--- config.mk ---
export PLATFORM = sky130hd
export DESIGN_NAME = telnet_command_stream_parser
export DESIGN_NICKNAME = d
export VERILOG_FILES = /design/src/rtl/tcsp_pkg.sv /design/src/rtl/tcsp_front.sv /design/src/rtl/tcsp_queue.sv /design/src/rtl/tcsp_back.sv /design/src/rtl/telnet_command_stream_parser.sv
export SDC_FILE = /design/constraint.sdc
export NUM_CORES = 1
export LEC_CHECK = 0
export ABC_CLOCK_PERIOD_IN_PS = 8300
export BUFFER_PORTS_ARGS = -buffer_cell sky130_fd_sc_hd__buf_2
export CELL_PAD_IN_SITES_DETAIL_PLACEMENT = 1
export CELL_PAD_IN_SITES_GLOBAL_PLACEMENT = 2
export CORE_MARGIN = 2
export CORE_UTILIZATION = 30
export DETAILED_ROUTE_END_ITERATION = 16
export GPL_ROUTABILITY_DRIVEN = 0
export PLACE_DENSITY = 0.68
export SLEW_MARGIN = 20
export SYNTH_ARGS = -nofsm -noshare
export SYNTH_HDL_FRONTEND = slang
export SYNTH_HIERARCHICAL = 1
export SYNTH_SLANG_ARGS = --single-unit
--- constraint.sdc ---
create_clock -name clock -period 8.3 [get_ports clock]
set_input_delay 0.83 -clock clock [delete_from_list [all_inputs] [get_ports clock]]
set_output_delay 0.83 -clock clock [all_outputs]
set_load 0.1 [all_outputs]
--- src/rtl/tcsp_pkg.sv ---
// ----------------------------------------------------------------------------
// tcsp_pkg
// Shared types and constants for the telnet command stream parser.
// ----------------------------------------------------------------------------
package tcsp_pkg;

   // fixed record field widths
   localparam int START_W = 11;
   localparam int SPAN_W  = 12;
   localparam int LIMIT_W = 9;

   // telnet codes
   localparam logic [7:0] IAC_CODE  = 8'd255;
   localparam logic [7:0] SB_CODE   = 8'd250;
   localparam logic [7:0] WILL_CODE = 8'd251;
   localparam logic [7:0] CMD_FIRST = 8'd236;
   localparam logic [7:0] CMD_LAST  = 8'd249;

   // known option limit after reset
   localparam logic [LIMIT_W-1:0] LIMIT_RESET = 9'd41;

   // csr decode: word select bit of the address
   localparam logic CSR_LIMIT_SEL = 1'b0;

   // record queue between parser and output stage
   localparam int QUEUE_DEPTH = 4;
   localparam int QPTR_W      = 2;

   typedef enum logic [2:0] {
      KIND_DATA        = 3'd0,
      KIND_COMMAND     = 3'd1,
      KIND_NEGOTIATION = 3'd2,
      KIND_SUBOPTION   = 3'd3,
      KIND_TRUNCATED   = 3'd4
   } kind_type;

   typedef enum logic [2:0] {
      MODE_DATA,
      MODE_IAC,
      MODE_NEG,
      MODE_SB_OPT,
      MODE_SB_REQ,
      MODE_SB_VAL
   } mode_type;

   typedef struct packed {
      kind_type            kind;
      logic [START_W-1:0]  start;
      logic [SPAN_W-1:0]   span;
      logic [7:0]          cmd;
      logic [7:0]          opt;
      logic                known;
      logic                send;
      logic                last;
   } rec_type;

   // one queue entry: all records caused by one request
   typedef struct packed {
      logic    two;
      rec_type first;
      rec_type second;
   } pair_type;

endpackage

--- src/rtl/tcsp_front.sv ---
// ----------------------------------------------------------------------------
// tcsp_front
// Byte parser: tracks the telnet mode and builds up to two records per byte.
// ----------------------------------------------------------------------------
module tcsp_front
   import tcsp_pkg::*;
#(
   parameter int MAX_PACKET_BYTES = 2048
) (
   input  logic               clock,
   input  logic               reset,
   input  logic               in_valid,
   output logic               in_ready,
   input  logic [7:0]         in_data,
   input  logic               in_last,
   input  logic [LIMIT_W-1:0] limit,
   input  logic               queue_full,
   output logic               push,
   output pair_type           push_entry
);

   localparam int POS_W = $clog2(MAX_PACKET_BYTES);
   localparam int LEN_W = $clog2(MAX_PACKET_BYTES + 1);
   localparam logic [POS_W-1:0] POS_MAX = POS_W'(MAX_PACKET_BYTES - 1);
   localparam logic [LEN_W-1:0] LEN_MAX = LEN_W'(MAX_PACKET_BYTES);

   mode_type         mode_ff, mode_in;
   logic [POS_W-1:0] pos_ff, pos_in;
   logic [POS_W-1:0] run_start_ff, run_start_in;
   logic [LEN_W-1:0] run_len_ff, run_len_in;
   logic [7:0]       pending_ff, pending_in;
   logic [POS_W-1:0] cmd_start_ff, cmd_start_in;
   logic [7:0]       sub_opt_ff, sub_opt_in;
   logic             sub_req_ff, sub_req_in;
   logic [LEN_W-1:0] val_len_ff, val_len_in;

   rec_type          rec_buf [2];
   logic [1:0]       rec_cnt;
   logic             accept;

   function automatic logic [LEN_W-1:0] sat_len(input logic [LEN_W-1:0] v);
      return (v >= LEN_MAX) ? LEN_MAX : v + LEN_W'(1);
   endfunction

   function automatic rec_type mk_rec(input kind_type k, input logic [POS_W-1:0] s,
                                      input logic [LEN_W-1:0] n, input logic [7:0] c,
                                      input logic [7:0] o, input logic kn,
                                      input logic sd);
      rec_type r;
      r.kind  = k;
      r.start = START_W'(s);
      r.span  = SPAN_W'(n);
      r.cmd   = c;
      r.opt   = o;
      r.known = kn;
      r.send  = sd;
      r.last  = 1'b0;
      return r;
   endfunction

   assign in_ready = !queue_full;
   assign accept   = in_valid && in_ready;
   assign push     = accept && (rec_cnt != 2'd0);

   always_comb begin
      mode_in      = mode_ff;
      pos_in       = pos_ff;
      run_start_in = run_start_ff;
      run_len_in   = run_len_ff;
      pending_in   = pending_ff;
      cmd_start_in = cmd_start_ff;
      sub_opt_in   = sub_opt_ff;
      sub_req_in   = sub_req_ff;
      val_len_in   = val_len_ff;
      rec_buf[0]   = '0;
      rec_buf[1]   = '0;
      rec_cnt      = 2'd0;

      case (mode_ff)
         MODE_IAC: begin
            if (in_data == IAC_CODE) begin
               // escaped 255 joins the run
               if (run_len_ff == '0) begin
                  run_start_in = cmd_start_ff;
               end
               run_len_in = sat_len(run_len_ff);
               mode_in    = MODE_DATA;
            end else begin
               if (run_len_in != '0) begin
                  rec_buf[rec_cnt[0]] = mk_rec(KIND_DATA, run_start_in, run_len_in,
                                               8'd0, 8'd0, 1'b0, 1'b0);
                  rec_cnt    = rec_cnt + 2'd1;
                  run_len_in = '0;
               end
               if (in_data inside {[CMD_FIRST:CMD_LAST]}) begin
                  rec_buf[rec_cnt[0]] = mk_rec(KIND_COMMAND, cmd_start_ff, '0,
                                               in_data, 8'd0, 1'b0, 1'b0);
                  rec_cnt = rec_cnt + 2'd1;
                  mode_in = MODE_DATA;
               end else if (in_data >= WILL_CODE) begin
                  pending_in = in_data;
                  mode_in    = MODE_NEG;
               end else if (in_data == SB_CODE) begin
                  pending_in = SB_CODE;
                  mode_in    = MODE_SB_OPT;
               end else begin
                  // unknown code opens a new data run
                  run_start_in = pos_ff;
                  run_len_in   = LEN_W'(1);
                  mode_in      = MODE_DATA;
               end
            end
         end
         MODE_NEG: begin
            rec_buf[rec_cnt[0]] = mk_rec(KIND_NEGOTIATION, cmd_start_ff, '0, pending_ff,
                                         in_data, {1'b0, in_data} < limit, 1'b0);
            rec_cnt = rec_cnt + 2'd1;
            mode_in = MODE_DATA;
         end
         MODE_SB_OPT: begin
            sub_opt_in = in_data;
            mode_in    = MODE_SB_REQ;
         end
         MODE_SB_REQ: begin
            sub_req_in = (in_data != 8'd0);
            val_len_in = '0;
            mode_in    = MODE_SB_VAL;
         end
         MODE_SB_VAL: begin
            if (in_data == IAC_CODE) begin
               rec_buf[rec_cnt[0]] = mk_rec(KIND_SUBOPTION, cmd_start_ff, val_len_ff,
                                            SB_CODE, sub_opt_ff,
                                            {1'b0, sub_opt_ff} < limit, sub_req_ff);
               rec_cnt      = rec_cnt + 2'd1;
               cmd_start_in = pos_ff;
               pending_in   = 8'd0;
               mode_in      = MODE_IAC;
            end else begin
               val_len_in = sat_len(val_len_ff);
            end
         end
         default: begin
            if (in_data == IAC_CODE) begin
               cmd_start_in = pos_ff;
               pending_in   = 8'd0;
               mode_in      = MODE_IAC;
            end else begin
               if (run_len_ff == '0) begin
                  run_start_in = pos_ff;
               end
               run_len_in = sat_len(run_len_ff);
               mode_in    = MODE_DATA;
            end
         end
      endcase

      if (in_last) begin
         if (mode_in == MODE_SB_VAL) begin
            rec_buf[rec_cnt[0]] = mk_rec(KIND_SUBOPTION, cmd_start_in, val_len_in,
                                         SB_CODE, sub_opt_in,
                                         {1'b0, sub_opt_in} < limit, sub_req_in);
            rec_cnt = rec_cnt + 2'd1;
         end else begin
            if (run_len_in != '0) begin
               rec_buf[rec_cnt[0]] = mk_rec(KIND_DATA, run_start_in, run_len_in,
                                            8'd0, 8'd0, 1'b0, 1'b0);
               rec_cnt = rec_cnt + 2'd1;
            end
            if (mode_in != MODE_DATA) begin
               rec_buf[rec_cnt[0]] = mk_rec(KIND_TRUNCATED, cmd_start_in, '0,
                                            pending_in, 8'd0, 1'b0, 1'b0);
               rec_cnt = rec_cnt + 2'd1;
            end
         end
         mode_in      = MODE_DATA;
         pos_in       = '0;
         run_start_in = '0;
         run_len_in   = '0;
         pending_in   = 8'd0;
         cmd_start_in = '0;
         sub_opt_in   = 8'd0;
         sub_req_in   = 1'b0;
         val_len_in   = '0;
      end else if (pos_ff < POS_MAX) begin
         pos_in = pos_ff + POS_W'(1);
      end
   end

   always_comb begin
      push_entry.two         = (rec_cnt == 2'd2);
      push_entry.first       = rec_buf[0];
      push_entry.first.last  = (rec_cnt != 2'd2);
      push_entry.second      = rec_buf[1];
      push_entry.second.last = 1'b1;
   end

   always_ff @(posedge clock) begin
      if (reset) begin
         mode_ff      <= MODE_DATA;
         pos_ff       <= '0;
         run_start_ff <= '0;
         run_len_ff   <= '0;
         pending_ff   <= 8'd0;
         cmd_start_ff <= '0;
         sub_opt_ff   <= 8'd0;
         sub_req_ff   <= 1'b0;
         val_len_ff   <= '0;
      end else if (accept) begin
         mode_ff      <= mode_in;
         pos_ff       <= pos_in;
         run_start_ff <= run_start_in;
         run_len_ff   <= run_len_in;
         pending_ff   <= pending_in;
         cmd_start_ff <= cmd_start_in;
         sub_opt_ff   <= sub_opt_in;
         sub_req_ff   <= sub_req_in;
         val_len_ff   <= val_len_in;
      end
   end

endmodule

--- src/rtl/tcsp_queue.sv ---
// ----------------------------------------------------------------------------
// tcsp_queue
// Short fifo of record pairs between the parser and the output stage.
// ----------------------------------------------------------------------------
module tcsp_queue
   import tcsp_pkg::*;
(
   input  logic     clock,
   input  logic     reset,
   input  logic     push,
   input  pair_type push_entry,
   input  logic     pop,
   output pair_type head,
   output logic     empty,
   output logic     full
);

   pair_type            q_ff [QUEUE_DEPTH];
   logic [QPTR_W-1:0]   wr_ptr_ff, wr_ptr_in;
   logic [QPTR_W-1:0]   rd_ptr_ff, rd_ptr_in;
   logic [QPTR_W:0]     cnt_ff, cnt_in;

   assign head  = q_ff[rd_ptr_ff];
   assign empty = (cnt_ff == '0);
   assign full  = (cnt_ff == (QPTR_W + 1)'(QUEUE_DEPTH));

   always_comb begin
      wr_ptr_in = push ? wr_ptr_ff + QPTR_W'(1) : wr_ptr_ff;
      rd_ptr_in = pop ? rd_ptr_ff + QPTR_W'(1) : rd_ptr_ff;
      case ({push, pop})
         2'b10:   cnt_in = cnt_ff + (QPTR_W + 1)'(1);
         2'b01:   cnt_in = cnt_ff - (QPTR_W + 1)'(1);
         default: cnt_in = cnt_ff;
      endcase
   end

   always_ff @(posedge clock) begin
      if (push) begin
         q_ff[wr_ptr_ff] <= push_entry;
      end
   end

   always_ff @(posedge clock) begin
      if (reset) begin
         wr_ptr_ff <= '0;
         rd_ptr_ff <= '0;
         cnt_ff    <= '0;
      end else begin
         wr_ptr_ff <= wr_ptr_in;
         rd_ptr_ff <= rd_ptr_in;
         cnt_ff    <= cnt_in;
      end
   end

endmodule

--- src/rtl/tcsp_back.sv ---
// ----------------------------------------------------------------------------
// tcsp_back
// Output stage: unpacks queued record pairs into one registered record a cycle while out_ready allows.
// ----------------------------------------------------------------------------
module tcsp_back
   import tcsp_pkg::*;
(
   input  logic     clock,
   input  logic     reset,
   input  pair_type head,
   input  logic     empty,
   output logic     pop,
   output logic     out_valid,
   input  logic     out_ready,
   output rec_type  out_rec
);

   logic    out_valid_ff, out_valid_in;
   rec_type out_rec_ff, out_rec_in;
   logic    hold_valid_ff, hold_valid_in;
   rec_type hold_rec_ff, hold_rec_in;
   logic    load;

   assign load      = !out_valid_ff || out_ready;
   assign out_valid = out_valid_ff;
   assign out_rec   = out_rec_ff;

   always_comb begin
      out_valid_in  = out_valid_ff;
      out_rec_in    = out_rec_ff;
      hold_valid_in = hold_valid_ff;
      hold_rec_in   = hold_rec_ff;
      pop           = 1'b0;
      if (load) begin
         if (hold_valid_ff) begin
            // second record of the previous pair goes first
            out_valid_in  = 1'b1;
            out_rec_in    = hold_rec_ff;
            hold_valid_in = 1'b0;
         end else if (!empty) begin
            pop           = 1'b1;
            out_valid_in  = 1'b1;
            out_rec_in    = head.first;
            hold_valid_in = head.two;
            hold_rec_in   = head.second;
         end else begin
            out_valid_in = 1'b0;
         end
      end
   end

   always_ff @(posedge clock) begin
      out_rec_ff  <= out_rec_in;
      hold_rec_ff <= hold_rec_in;
   end

   always_ff @(posedge clock) begin
      if (reset) begin
         out_valid_ff  <= 1'b0;
         hold_valid_ff <= 1'b0;
      end else begin
         out_valid_ff  <= out_valid_in;
         hold_valid_ff <= hold_valid_in;
      end
   end

endmodule

--- src/rtl/telnet_command_stream_parser.sv ---
// ----------------------------------------------------------------------------
// telnet_command_stream_parser
// Parses a telnet byte stream into data run, command, negotiation, suboption
// and truncated command records.
// ----------------------------------------------------------------------------
// path: the first record of an accepted request is registered in a queue entry,
//   then in the output register, and is then shown on rsp; output stalls can
//   hold it in the queue
// throughput: one request per cycle unless the 4-entry pair queue is full; rsp carries
//   one record per cycle while rsp_tready is high (two transfers for a two-record request)
// reset: synchronous, clears parser state, queue and output stage, and sets
//   known_option_limit back to 41
// ----------------------------------------------------------------------------
module telnet_command_stream_parser
   import tcsp_pkg::*;
#(
   parameter int MAX_PACKET_BYTES = 2048
) (
   input  logic        clock,
   input  logic        reset,
   // request channel
   input  logic        req_tvalid,
   output logic        req_tready,
   input  logic [7:0]  req_tdata,   // [7:0] data_byte
   input  logic        req_tlast,   // last_byte
   // record channel
   output logic        rsp_tvalid,
   input  logic        rsp_tready,
   output logic [47:0] rsp_tdata,   // [10:0] start_position, [22:11] span_length,
                                    // [30:23] command_code, [38:31] option_code,
                                    // [39] option_known, [40] send_request, rest 0
   output logic [2:0]  rsp_tuser,   // [2:0] record_kind
   output logic        rsp_tlast,   // last_record
   // control and status registers
   input  logic        csr_psel,
   input  logic        csr_penable,
   input  logic        csr_pwrite,
   input  logic [2:0]  csr_paddr,
   input  logic [31:0] csr_pwdata,
   output logic [31:0] csr_prdata,
   output logic        csr_pready
);

   logic [LIMIT_W-1:0] limit_ff, limit_in;
   logic               csr_write;

   logic     q_push;
   pair_type q_push_entry;
   logic     q_pop;
   pair_type q_head;
   logic     q_empty;
   logic     q_full;
   rec_type  out_rec;

   // ---------------- csr: known option limit at byte address 0
   assign csr_pready = 1'b1;
   assign csr_write  = csr_psel && csr_penable && csr_pwrite && csr_pready;
   assign csr_prdata = (csr_paddr[2] == CSR_LIMIT_SEL) ? 32'(limit_ff) : 32'd0;

   always_comb begin
      limit_in = limit_ff;
      if (csr_write && (csr_paddr[2] == CSR_LIMIT_SEL)) begin
         limit_in = csr_pwdata[LIMIT_W-1:0];
      end
   end

   always_ff @(posedge clock) begin
      if (reset) begin
         limit_ff <= LIMIT_RESET;
      end else begin
         limit_ff <= limit_in;
      end
   end

   // ---------------- front: one byte a cycle while the queue is not full, builds the records of each byte
   tcsp_front #(
      .MAX_PACKET_BYTES (MAX_PACKET_BYTES)
   ) u_front (
      .clock      (clock),
      .reset      (reset),
      .in_valid   (req_tvalid),
      .in_ready   (req_tready),
      .in_data    (req_tdata),
      .in_last    (req_tlast),
      .limit      (limit_ff),
      .queue_full (q_full),
      .push       (q_push),
      .push_entry (q_push_entry)
   );

   // ---------------- queue: decouples parsing from output stalls
   tcsp_queue u_queue (
      .clock      (clock),
      .reset      (reset),
      .push       (q_push),
      .push_entry (q_push_entry),
      .pop        (q_pop),
      .head       (q_head),
      .empty      (q_empty),
      .full       (q_full)
   );

   // ---------------- back: serializes record pairs onto rsp
   tcsp_back u_back (
      .clock     (clock),
      .reset     (reset),
      .head      (q_head),
      .empty     (q_empty),
      .pop       (q_pop),
      .out_valid (rsp_tvalid),
      .out_ready (rsp_tready),
      .out_rec   (out_rec)
   );

   // record fields packed lowest first
   assign rsp_tdata = {7'd0, out_rec.send, out_rec.known, out_rec.opt, out_rec.cmd,
                       out_rec.span, out_rec.start};
   assign rsp_tuser = out_rec.kind;
   assign rsp_tlast = out_rec.last;

endmodule

==> qor.yml, run 1 <==
status: "complete, no violations"
root_buffer: "clkbuf_16"
drv_slew: 0
rrSetupSlack_ns: 1.67
synth_top_area_cell: "edfxtp_1"
intPower_mw: 5.464
ys_seq_elements: 551
vias: 15547
startpoint_type: "flip-flop"
p_leak_nw: 9.531
synth_edf_count: 454
overflow: 0
rr_worst_depth: 17
power_density_nw_per_um2: 291.0
whs_ns: 0.4682
yosysUniqueCellTypes: 93
cp.required_ns: 8.60
power_frac_clock: 0.311
grt_busiest_layer: "met2"
final_cells: 2998
grt_antenna_before_repair: 1
relSlewSlack: 0.2356
ys.flop_type: "edfxtp_1"
cts-htree-levels: 2
first_pass_iters: 5
fp-row-count: 106
use_met2: 0.2525
drtAntennaViolNets: 0
layout.nets: 1957
grt_usage: 0.1544
fin_crit_ns: 6.626
clk_pin_slew_ns: 0.06
fin_skew_ns: 0.03411
cts_hold_buf: 0
drv_cap: 0
worstPathMaxFanout: 41
seq_power_share: 0.433
fin_tns_setup_ns: 0
grtUsageMet3: 0.02032
clock_latency_ns: 0.63
finalSetupViolCount: 0
synth.area.top_cells: "edfxtp_1 54%, mux4_2 8.1%, dfxtp_1 7.7%"
synth_common_cells: "454 x edfxtp_1, 135 x nor2_1, 112 x nand2_1"
irDropWorstVdd_mv: 0.1756
ctsResizeCount: 0
fin_crit_sh: 0.7984
fp.dieH_um: 294.2
critical_path_class: "reg2reg"
pin_count: 138
hold_start: "csr_pwdata[0]"
worst_pin_slew_ns: 1.135
cts_buffers: 58
fp.dieW_um: 294.2
port_buffers: 81
wl_um: 67030
fillers: 8770
yosysMostFrequentCell: "edfxtp_1"
regArea_um2: 15580
worstPathArrival_ns: 6.93
combPwrFrac: 0.256
drive_gt1_frac: 0.2222
rr_endpoint: "u_queue/q_ff[2][70]$_DFFE_PP_"
die_area_um2: 86530
hold_violations: 0
grt_pass1_vias: 16114
synth_area_um2: 25260
grt_pass1_wl_um: 102300
synth_top_cell_area_share: 0.5397
area_growth_pct: 12.66
drc: 0
multiInputGateArea_um2: 8731
cts_sinks: 551
p_sw_frac: 0.3402
cts_tree: "yes"
holdPathStages: 3
dp_hpwl_um: 44140
viasPerCell: 5.186
drtIter0Drc: 1024
avgRoutedWirePerCell_um: 22.36
clockBufferDepth: 3
cts_setup_buffers: 0
timing.rr.start: "u_front/mode_ff[1]$_SDFFE_PP0P_"
end_kind: "flip-flop"
core_um2: 83560
ys_seq_area_frac: 0.6166
initial_utilization: 0.3023
worstHoldEndpoint: "limit_ff[0]$_SDFFE_PP1P_"
dp_cells: 2889
switchingPower_mw: 2.817
gr-usage-met1: 0.2153
grt_max_degree: 75
synthArstFlopShare: 0
synth_warnings: 6
syn_avg_cell_area_um2: 14.00
max_freq_ghz: 0.1509
rsz0062_at_grt: "false"
netlist_instances: 1804
hp-class: "in2reg"
==> critical path: stages (launching register included) <==
cell	delay (ns)
dfxtp_1	0.49
inv_1	0.16
ha_1	0.50
inv_1	0.22
a2111oi_1	0.11
nor2_1	0.42
o21ai_0	0.30
or4b_4	0.57
nor4_4	0.60
nand3_4	0.22
nand2_1	0.33
inv_1	0.09
ha_1	0.28
nand3_1	0.08
o21ai_0	0.13
a31oi_1	0.63
and2_4	0.76
buf_4	0.36
==> layout by cell type (no fill, tap or decap), drive strengths merged, types with 5 or more instances in the layout <==
| master | n |
|---|---|
| buf | 120 |
| nand4 | 12 |
| and2 | 22 |
| nor2b | 16 |
| a2bb2oi | 5 |
| nor2 | 137 |
| nand3 | 41 |
| mux2 | 63 |
| and3 | 17 |
| nand2b | 23 |
| xor2 | 13 |
| a22oi | 88 |
| o22ai | 9 |
| a211oi | 6 |
| or3 | 11 |
| a31oi | 8 |
| bufinv | 5 |
| nor4 | 6 |
| or2 | 6 |
| o2bb2ai | 9 |
| clkinv | 26 |
| a21o | 18 |
| conb | 43 |
| mux4 | 91 |
| o221ai | 19 |
| nand2 | 112 |
| o21ai | 82 |
| and2b | 9 |
| ha | 36 |
| a21oi | 91 |
| clkbuf | 68 |
| a221o | 8 |
| edfxtp | 454 |
| mux2i | 13 |
| nor3 | 34 |
| inv | 41 |
| dfxtp | 97 |
==> sequential cells by signal (all words and copies together), names as in the netlist, named ones only <==
name	cells
u_front/run_start_ff	11
u_back/hold_rec_ff	45
u_back/out_valid	1
u_front/sub_req_ff	1
limit_ff	9
u_queue/wr_ptr_ff	2
u_front/cmd_start_ff	11
u_queue/cnt_ff	3
u_back/out_rec	45
u_queue/q_ff	364
u_front/pos_ff	11
u_queue/rd_ptr_ff	2
u_front/pending_ff	8
u_front/sub_opt_ff	8
u_front/mode_ff	3
u_front/run_len_ff	12
u_back/hold_valid_ff	1
u_front/val_len_ff	12
==> metal layers <==
metal / part of all wire / wire length, um
met4: 0.021 / 1427
met1: 0.47 / 31190
met3: 0.040 / 2666
met5: 0.00024 / 16
met2: 0.47 / 31730
==> cells by family after synthesis <==
kind of cell,after synthesis,share of synthesized area
muxes,167,0.1172
DFF,551,0.6166
and+or+nand+nor,463,0.09194
other,4,0.0005942
xor gates and xnor gates,16,0.005548
AOI/OAI and AO/OA,377,0.1039
adders and majority gates,37,0.01862
buffers and inverters,189,0.04557
==> layout make-up <==
type | instances | area share
clock buffers | 68 | 0.05342
flip-flops and latches | 551 | 0.5476
diodes | 1 | 0.00008794
multi-input cells | 1103 | 0.3068
clock inverters | 40 | 0.01354
well taps | 1080 | 0.04749
inverters | 35 | 0.004617
repair buffers | 120 | 0.02638
==> how the worst max path moves through the flow <==
stage,start,endpoint,slack [ns],depth (start not counted)
floorplan,req_tdata[2],u_queue/q_ff[0][0]$_DFFE_PP_,1.56,16
global placement,req_tdata[1],u_queue/q_ff[3][89]$_DFFE_PP_,1.54,16
detailed placement,req_tdata[1],u_queue/q_ff[2][89]$_DFFE_PP_,1.52,16
CTS,u_front/mode_ff[1]$_SDFFE_PP0P_,u_queue/q_ff[2][70]$_DFFE_PP_,1.68,17
global route,u_front/mode_ff[1]$_SDFFE_PP0P_,u_queue/q_ff[2][40]$_DFFE_PP_,1.25,17
finish,u_front/mode_ff[1]$_SDFFE_PP0P_,u_queue/q_ff[2][70]$_DFFE_PP_,1.67,17
==> through the flow <==
| step | power, mW | util | setup WS, ns | area [um^2] |
|---|---|---|---|---|
| detailed placement | 5.811 | 0.3177 | 1.523 | 26550 |
| floorplan | 5.417 | - | 1.562 | 25410 |
| global route | 8.620 | 0.3405 | 1.254 | 28450 |
| global placement | 5.783 | 0.3177 | 1.540 | 26550 |
| CTS | 8.420 | 0.3405 | 1.676 | 28450 |
| finish | 8.280 | 0.3406 | 1.674 | 28460 |
==> power groups by stage <==
| stage | registers, mW | clock network (mW) | logic [mW] |
|---|---|---|---|
| 2_1_floorplan | 4.45 | 0 | 0.970 |
| 3_3_place_gp | 3.64 | 0 | 2.14 |
| 3_5_place_dp | 3.65 | 0 | 2.16 |
| 4_1_cts | 3.60 | 2.66 | 2.17 |
| 5_1_grt | 3.63 | 2.76 | 2.23 |
| 6_report | 3.58 | 2.58 | 2.12 |
Power figures use the tool's default switching activity.
==> run 2, diff against run 1 <==
--- a/config.mk
+++ b/config.mk
@@ -5,7 +5,7 @@
 export SDC_FILE = /design/constraint.sdc
 export NUM_CORES = 1
 export LEC_CHECK = 0
-export ABC_CLOCK_PERIOD_IN_PS = 8300
+export ABC_CLOCK_PERIOD_IN_PS = 5800
 export BUFFER_PORTS_ARGS = -buffer_cell sky130_fd_sc_hd__buf_2
 export CELL_PAD_IN_SITES_DETAIL_PLACEMENT = 1
 export CELL_PAD_IN_SITES_GLOBAL_PLACEMENT = 2
@@ -13,7 +13,7 @@
 export CORE_UTILIZATION = 30
 export DETAILED_ROUTE_END_ITERATION = 16
 export GPL_ROUTABILITY_DRIVEN = 0
-export PLACE_DENSITY = 0.68
+export PLACE_DENSITY = 0.7
 export SLEW_MARGIN = 20
 export SYNTH_ARGS = -nofsm -noshare
 export SYNTH_HDL_FRONTEND = slang
==> constraint.sdc (replaced) <==
create_clock -name clock -period 5.8 [get_ports clock]
set_input_delay 0.58 -clock clock [delete_from_list [all_inputs] [get_ports clock]]
set_output_delay 0.58 -clock clock [all_outputs]
set_load 0.1 [all_outputs]
==> run 2 against run 1 <==
  * Final cell count rose by 1.0%
  * Combinational power rose by 42%
  * First-iteration DRC count down 15%
  * Clock skew shrank 0.016 ns
  * Clock power rose by 48%
  * Core utilization increased by 0.53 points
  * Critical path type unchanged
  * Critical endpoint is now u_queue/cnt_ff[2]$_SDFFE_PP0P_
==> qor.yml, run 2 (synthesis gave the netlist of run 1 again) <==
status: "complete, no violations"
switchingPower_mw: 4.031  # +43%
finalWorstSetupSlack_ns: 0.3856  # -1.288 ns
wl_um: 66920  # -0.17%
finalSetupViolCount: 0  # unchanged
initial_utilization: 0.3023  # unchanged
power_frac_clock: 0.319  # +0.008
vias: 15520  # -0.17%
drtAntennaViolNets: 0  # unchanged
avgRoutedWirePerCell_um: 22.09  # -1.2%
fin_skew_ns: 0.01779  # -0.01632 ns
pre_cts_slack_ns: 0.2692  # -1.254 ns
whs_ns: 0.2163  # -0.2519 ns
max_freq_ghz: 0.1847  # +22%
grt_usage: 0.1541  # -0.0002805
largest_reg_flops: 364  # unchanged
layout.nets: 1986  # +1.5%
holdPathStages: 3  # unchanged
irDropWorstVdd_mv: 0.3323  # +89%
power_density_nw_per_um2: 415.4  # +43%
dp_hpwl_um: 45480  # +3.0%
clockBufferDepth: 3  # unchanged
fp-row-count: 106  # unchanged
drive_gt1_frac: 0.2373  # +0.01507
hp-class: "in2reg"
rsz0062_at_grt: "false"
combPwrFrac: 0.251  # -0.005
port_buffers: 81  # unchanged
grt_pass1_vias: 16324  # +1.3%
design_area_um2: 28900  # +1.5%
final_common_cell: "edfxtp_1"
core_um2: 83560  # unchanged
p_sw_frac: 0.3358  # -0.004358
intPower_mw: 7.973  # +46%
seq_power_share: 0.430  # -0.003
end_kind: "flip-flop"
hold_violations: 0  # unchanged
fin_util: 0.3458  # +0.005256
largest_register: "u_queue/q_ff"
dpl_cell_area_um2: 26880  # +1.3%
dp_cells: 2917  # +0.97%
cts_tree: "yes"
total_power_mw: 12.00  # +45%
worstPathMaxFanout: 7  # -83%
final_cells: 3029  # +1.0%
grt_pass1_wl_um: 102000  # -0.27%
fin_tns_setup_ns: 0  # unchanged
fp.dieW_um: 294.2  # unchanged
pin_count: 138  # unchanged
critical_path_class: "reg2reg"
p_leak_nw: 9.740  # +2.2%
grt_antenna_before_repair: 3  # +2
die_area_um2: 86530  # unchanged
worst_pin_slew_ns: 1.039  # -0.09584 ns
cp.required_ns: 6.34  # -2.26 ns
drtIter0Drc: 870  # -15%
first_pass_iters: 5  # unchanged
drv_slew: 0  # unchanged
viasPerCell: 5.124  # -1.2%
drc: 0  # unchanged
fin_crit_sh: 0.9335  # +0.1352
startpoint_type: "flip-flop"
cts-htree-levels: 2  # unchanged
relSlewSlack: 0.3016  # +0.06597
fp.dieH_um: 294.2  # unchanged
fin_crit_ns: 5.414  # -1.212 ns
overflow: 0  # unchanged
drv_cap: 0  # unchanged
layout_common_cells: "454 x edfxtp_1, 133 x nor2_1, 111 x nand2_1, 94 x dfxtp_1, 91 x mux4_2"
cts_buffers: 57  # -1.7%
clk_pin_slew_ns: 0.06  # about the same
root_buffer: "clkbuf_16"
clock_latency_ns: 0.62  # about the same
worstPathArrival_ns: 5.95  # -0.98 ns
area_growth_pct: 14.39
grt_max_degree: 66  # -12%
cts_sinks: 551  # unchanged
rr_worst_depth: 22  # +5
## run 2: changes by cell type in the layout (fill, tap and decap cells not counted), moves of 4 or more
cell,change
clkinv_1,-12
buf_12,+10
inv_6,-4
bufinv_16,+4
clkbuf_1,+5
clkinvlp_4,+5
buf_4,+20
## run 2: per-layer routing
layer / wire [um] / up-vias / GRT usage
li1: - / 7085 / -
met1: 30380 / 8061 / 0.2083
met2: 32710 / 284 / 0.2582
met3: 2142 / 88 / 0.01775
met4: 1660 / 2 / 0.04928
met5: 13 / - / 0
## run 2: path summary, 6_finish.rpt
check                                     start                            endpoint  slack [ns]
max             u_front/mode_ff[1]$_SDFFE_PP0P_      u_queue/cnt_ff[2]$_SDFFE_PP0P_        0.39
max reg2reg     u_front/mode_ff[1]$_SDFFE_PP0P_      u_queue/cnt_ff[2]$_SDFFE_PP0P_        0.39
min                               csr_pwdata[4]            limit_ff[4]$_SDFFE_PP0P_        0.22
min reg2reg  u_front/pending_ff[7]$_SDFFE_PP0P_  u_front/pending_ff[7]$_SDFFE_PP0P_        0.48
## run 2: cell type report
type / count / area [um^2]
Clock inverter: 37 / 498.0
Multi-Input combinational cell: 1103 / 8736
Sequential cell: 551 / 15580
Tap cell: 1080 / 1351
Antenna cell: 2 / 5.005
Inverter: 35 / 131.4
Fill cell: 8737 / 54660
Clock buffer: 71 / 1489
Timing Repair Buffer: 150 / 1101
## run 2: power groups by stage
stage / Sequential (mW) / Clock [mW] / Combinational, mW
final: 5.16 / 3.83 / 3.02
after global routing: 5.23 / 4.05 / 3.16
after CTS: 5.18 / 3.94 / 3.07
after detailed placement: 5.26 / 0 / 3.06
after global placement: 5.23 / 0 / 3.03
after floorplan: 6.35 / 0 / 1.39
## run 2: what timing repair did
action,CTS,global route
setup buffers,0,2
hold endpoints to repair,0,0
hold buffers,0,0
resized for setup,0,1
setup endpoints to repair,0,1
## run 2: critical path, cell delays in order, from the launching register on
cell and delay, ns:
dfxtp_1 0.47, inv_1 0.15, ha_1 0.46, inv_1 0.15, a2111oi_1 0.73, nor2_1 0.24
o21ai_0 0.44, or4b_4 0.24, or4_4 0.16, o21ai_4 0.06, nand2_1 0.11, inv_1 0.05
ha_1 0.27, nand3_1 0.07, o21ai_0 0.13, a31oi_1 0.15, inv_1 0.17, ha_1 0.20
inv_1 0.06, fa_1 0.38, xor2_1 0.16, or3_1 0.30, a21oi_1 0.15
==> run 3, diff against run 2 <==
--- a/config.mk
+++ b/config.mk
@@ -5,6 +5,7 @@
 export SDC_FILE = /design/constraint.sdc
 export NUM_CORES = 1
 export LEC_CHECK = 0
+export ABC_AREA = 1
 export ABC_CLOCK_PERIOD_IN_PS = 5800
 export BUFFER_PORTS_ARGS = -buffer_cell sky130_fd_sc_hd__buf_2
 export CELL_PAD_IN_SITES_DETAIL_PLACEMENT = 1
@@ -13,7 +14,8 @@
 export CORE_UTILIZATION = 30
 export DETAILED_ROUTE_END_ITERATION = 16
 export GPL_ROUTABILITY_DRIVEN = 0
-export PLACE_DENSITY = 0.7
+export PLACE_DENSITY = 0.76
+export SKIP_CTS_REPAIR_TIMING = 1
 export SLEW_MARGIN = 20
 export SYNTH_ARGS = -nofsm -noshare
 export SYNTH_HDL_FRONTEND = slang
==> run 3 against run 2 <==
  * Critical path depth increased by 3
  * Wire length increased by 25%
  * Die area increased by 4.8%
  * Largest power group unchanged
  * Highest routed layer is now met4
==> qor.yml, run 3 <==
first_pass_iters: 5  # unchanged
largest_register: "u_queue/q_ff"
largest_reg_flops: 364  # unchanged
layout.nets: 2901  # +46%
ys_seq_elements: 551  # unchanged
clock_latency_ns: 0.63  # about the same
syn_avg_cell_area_um2: 9.568  # -32%
critical_path_class: "reg2reg"
fin_util: 0.3431  # -0.002698
fp-row-count: 108  # +1.9%
clk_pin_slew_ns: 0.07  # about the same
irDropWorstVdd_mv: 0.3575  # +7.6%
ys_seq_area_frac: 0.5881  # -0.02849
avgRoutedWirePerCell_um: 20.83  # -5.7%
end_kind: "flip-flop"
worst_pin_slew_ns: 1.082  # +0.04296 ns
pin_count: 138  # unchanged
fin_crit_ns: 4.781  # -0.6339 ns
fin_skew_ns: 0.02695  # +0.009165 ns
cp_common_cell: "nand2_1"
netlist_instances: 2768  # +53%
fin_crit_sh: 0.8242  # -0.1093
relSlewSlack: 0.2733  # -0.02827
grt_antenna_before_repair: 1  # -2
synthArstFlopShare: 0  # unchanged
grt_max_degree: 101  # +53%
crit_slowest_cell: "ha_1"
synth_area_um2: 26480  # +4.8%
initial_utilization: 0.3038  # +0.001541
yosysUniqueCellTypes: 55  # -41%
synth_top_cell_area_share: 0.5148  # -0.02494
fp.dieH_um: 301.1  # +2.4%
clockBufferDepth: 3  # unchanged
startpoint_type: "flip-flop"
critical_path.max_stage_delay_ns: 0.40  # -0.33 ns
hp-class: "in2reg"
synth_warnings: 6  # unchanged
drive_gt1_frac: 0.1053  # -0.1320
layout_common_cells: "549 x nand2_1, 454 x edfxtp_1, 339 x o21ai_0, 312 x nor2_1, 220 x inv_1"
die_area_um2: 90670  # +4.8%
yosysMostFrequentCell: "nand2_1"
area_growth_pct: 12.93
dp_cells: 3908  # +34%
overflow: 0  # unchanged
drtAntennaViolNets: 0  # unchanged
viasPerCell: 5.086  # -0.73%
vias: 20421  # +32%
root_buffer: "clkbuf_16"
port_buffers: 81  # unchanged
power_density_nw_per_um2: 442.7  # +6.6%
grt_usage: 0.1830  # +0.02888
grt_pass1_wl_um: 128700  # +26%
cts-htree-levels: 2  # unchanged
rsz0062_at_grt: "false"
core_um2: 87160  # +4.3%
drtIter0Drc: 1399  # +61%
cts_buffers: 58  # +1.8%
final_common_cell: "nand2_1"
finalSetupViolCount: 0  # unchanged
fin_tns_setup_ns: 0  # unchanged
grt_pass1_vias: 21566  # +32%
synth_common_cells: "550 x nand2_1, 454 x edfxtp_1, 339 x o21ai_0"
wl_um: 83630  # +25%
drv_slew: 0  # unchanged
ys.flop_type: "edfxtp_1"
fp.dieW_um: 301.1  # +2.4%
p_leak_nw: 10.77  # +11%
drc: 0  # unchanged
synth_top_area_cell: "edfxtp_1"
max_freq_ghz: 0.2092  # +13%
worstPathArrival_ns: 5.30  # -0.65 ns
dp_hpwl_um: 55830  # +23%
status: "complete, no violations"
final_cells: 4015  # +33%
synth_edf_count: 454  # unchanged
cp.required_ns: 6.32  # -0.02 ns
drv_cap: 0  # unchanged
cts_sinks: 551  # unchanged
synth.area.top_cells: "edfxtp_1 51%, nand2_1 7.8%, dfxtp_1 7.3%"
worstPathMaxFanout: 23  # +16
cts_tree: "yes"
hold_violations: 0  # unchanged
## run 3: cell types whose count changed in the layout (fill, tap and decap cells not counted), moves of 44 or more
| cell | delta |
|---|---|
| a22oi_1 | -68 |
| o211ai_1 | +46 |
| o21ai_0 | +261 |
| nor2_1 | +179 |
| nand2_1 | +438 |
| o22ai_1 | +103 |
| mux4_2 | -91 |
| mux2_2 | -44 |
| inv_1 | +187 |
## run 3: per-layer routing
metal / vias up / track usage / wire length (um)
met5: - / 0 / 0
met1: 10330 / 0.2404 / 37680
met3: 109 / 0.01916 / 3241
met2: 386 / 0.3211 / 41000
met4: 0 / 0.04667 / 1702
li1: 9596 / - / -
## run 3: logic make-up (layout without fill, tap and decap cells)
logic type,after synthesis,count (layout),synth area share
AND/OR/NAND/NOR,1026,1026,0.1618
buffers and inverters,433,485,0.07701
adder cells (fa/ha/maj),37,37,0.01776
AO/OA/AOI/OAI,710,710,0.1525
XOR/XNOR,7,7,0.002315
flip-flops,551,551,0.5881
other,4,44,0.0005668
## run 3: cell type report
cell class	instances	area [um^2]
multi-input cells	1823	9032
clock buffers	69	1503
diodes	1	2.502
flip-flops and latches	551	15580
clock inverters	37	454.2
well taps	1155	1445
inverters	240	922.1
repair buffers	139	965.9
fillers	9904	57250
## run 3: critical path: cells and delay by family, from the launching register on
family / cells / cell delay, ns
DFF: 1 / 0.38
buffers and inverters: 5 / 0.89
adders and majority gates: 4 / 1.26
AOI/OAI and AO/OA: 4 / 0.68
and+or+nand+nor: 12 / 1.44
## run 3: final timing paths
path	cells after the start	startpoint	slack, ns	to
worst max-delay path	25	u_front/mode_ff[1]$_SDFFE_PP0P_	1.02	u_queue/cnt_ff[2]$_SDFFE_PP0P_
worst min-delay path	3	csr_pwdata[5]	0.18	limit_ff[5]$_SDFFE_PP1P_
worst max register to register	25	u_front/mode_ff[1]$_SDFFE_PP0P_	1.02	u_queue/cnt_ff[2]$_SDFFE_PP0P_
worst min register to register	1	u_queue/rd_ptr_ff[1]$_SDFFE_PP0P_	0.47	flip-flop
## run 3: power by group
part           switching (mW)  total [mW]  internal, mW
Combinational            3.30        4.03         0.730
Clock                    1.60        3.86          2.26
Sequential              0.277        5.36          5.08
Total                    5.18        13.2          8.06
## run 3: per-stage QoR
| stage | power (mW) | hold WS, ns | area (um^2) | worst slack (ns) |
|---|---|---|---|---|
| finish | 13.24 | 0.1770 | 29910 | 1.019 |
| global route | 13.84 | 0.1750 | 29900 | 0.7022 |
| CTS | 13.41 | 0.1345 | 29900 | 1.040 |
| detailed placement | 9.517 | 0.4600 | 27950 | 0.8492 |
| global placement | 9.380 | 0.4517 | 27950 | 0.9193 |
| floorplan | 8.478 | 0.4116 | 26630 | 0.3541 |
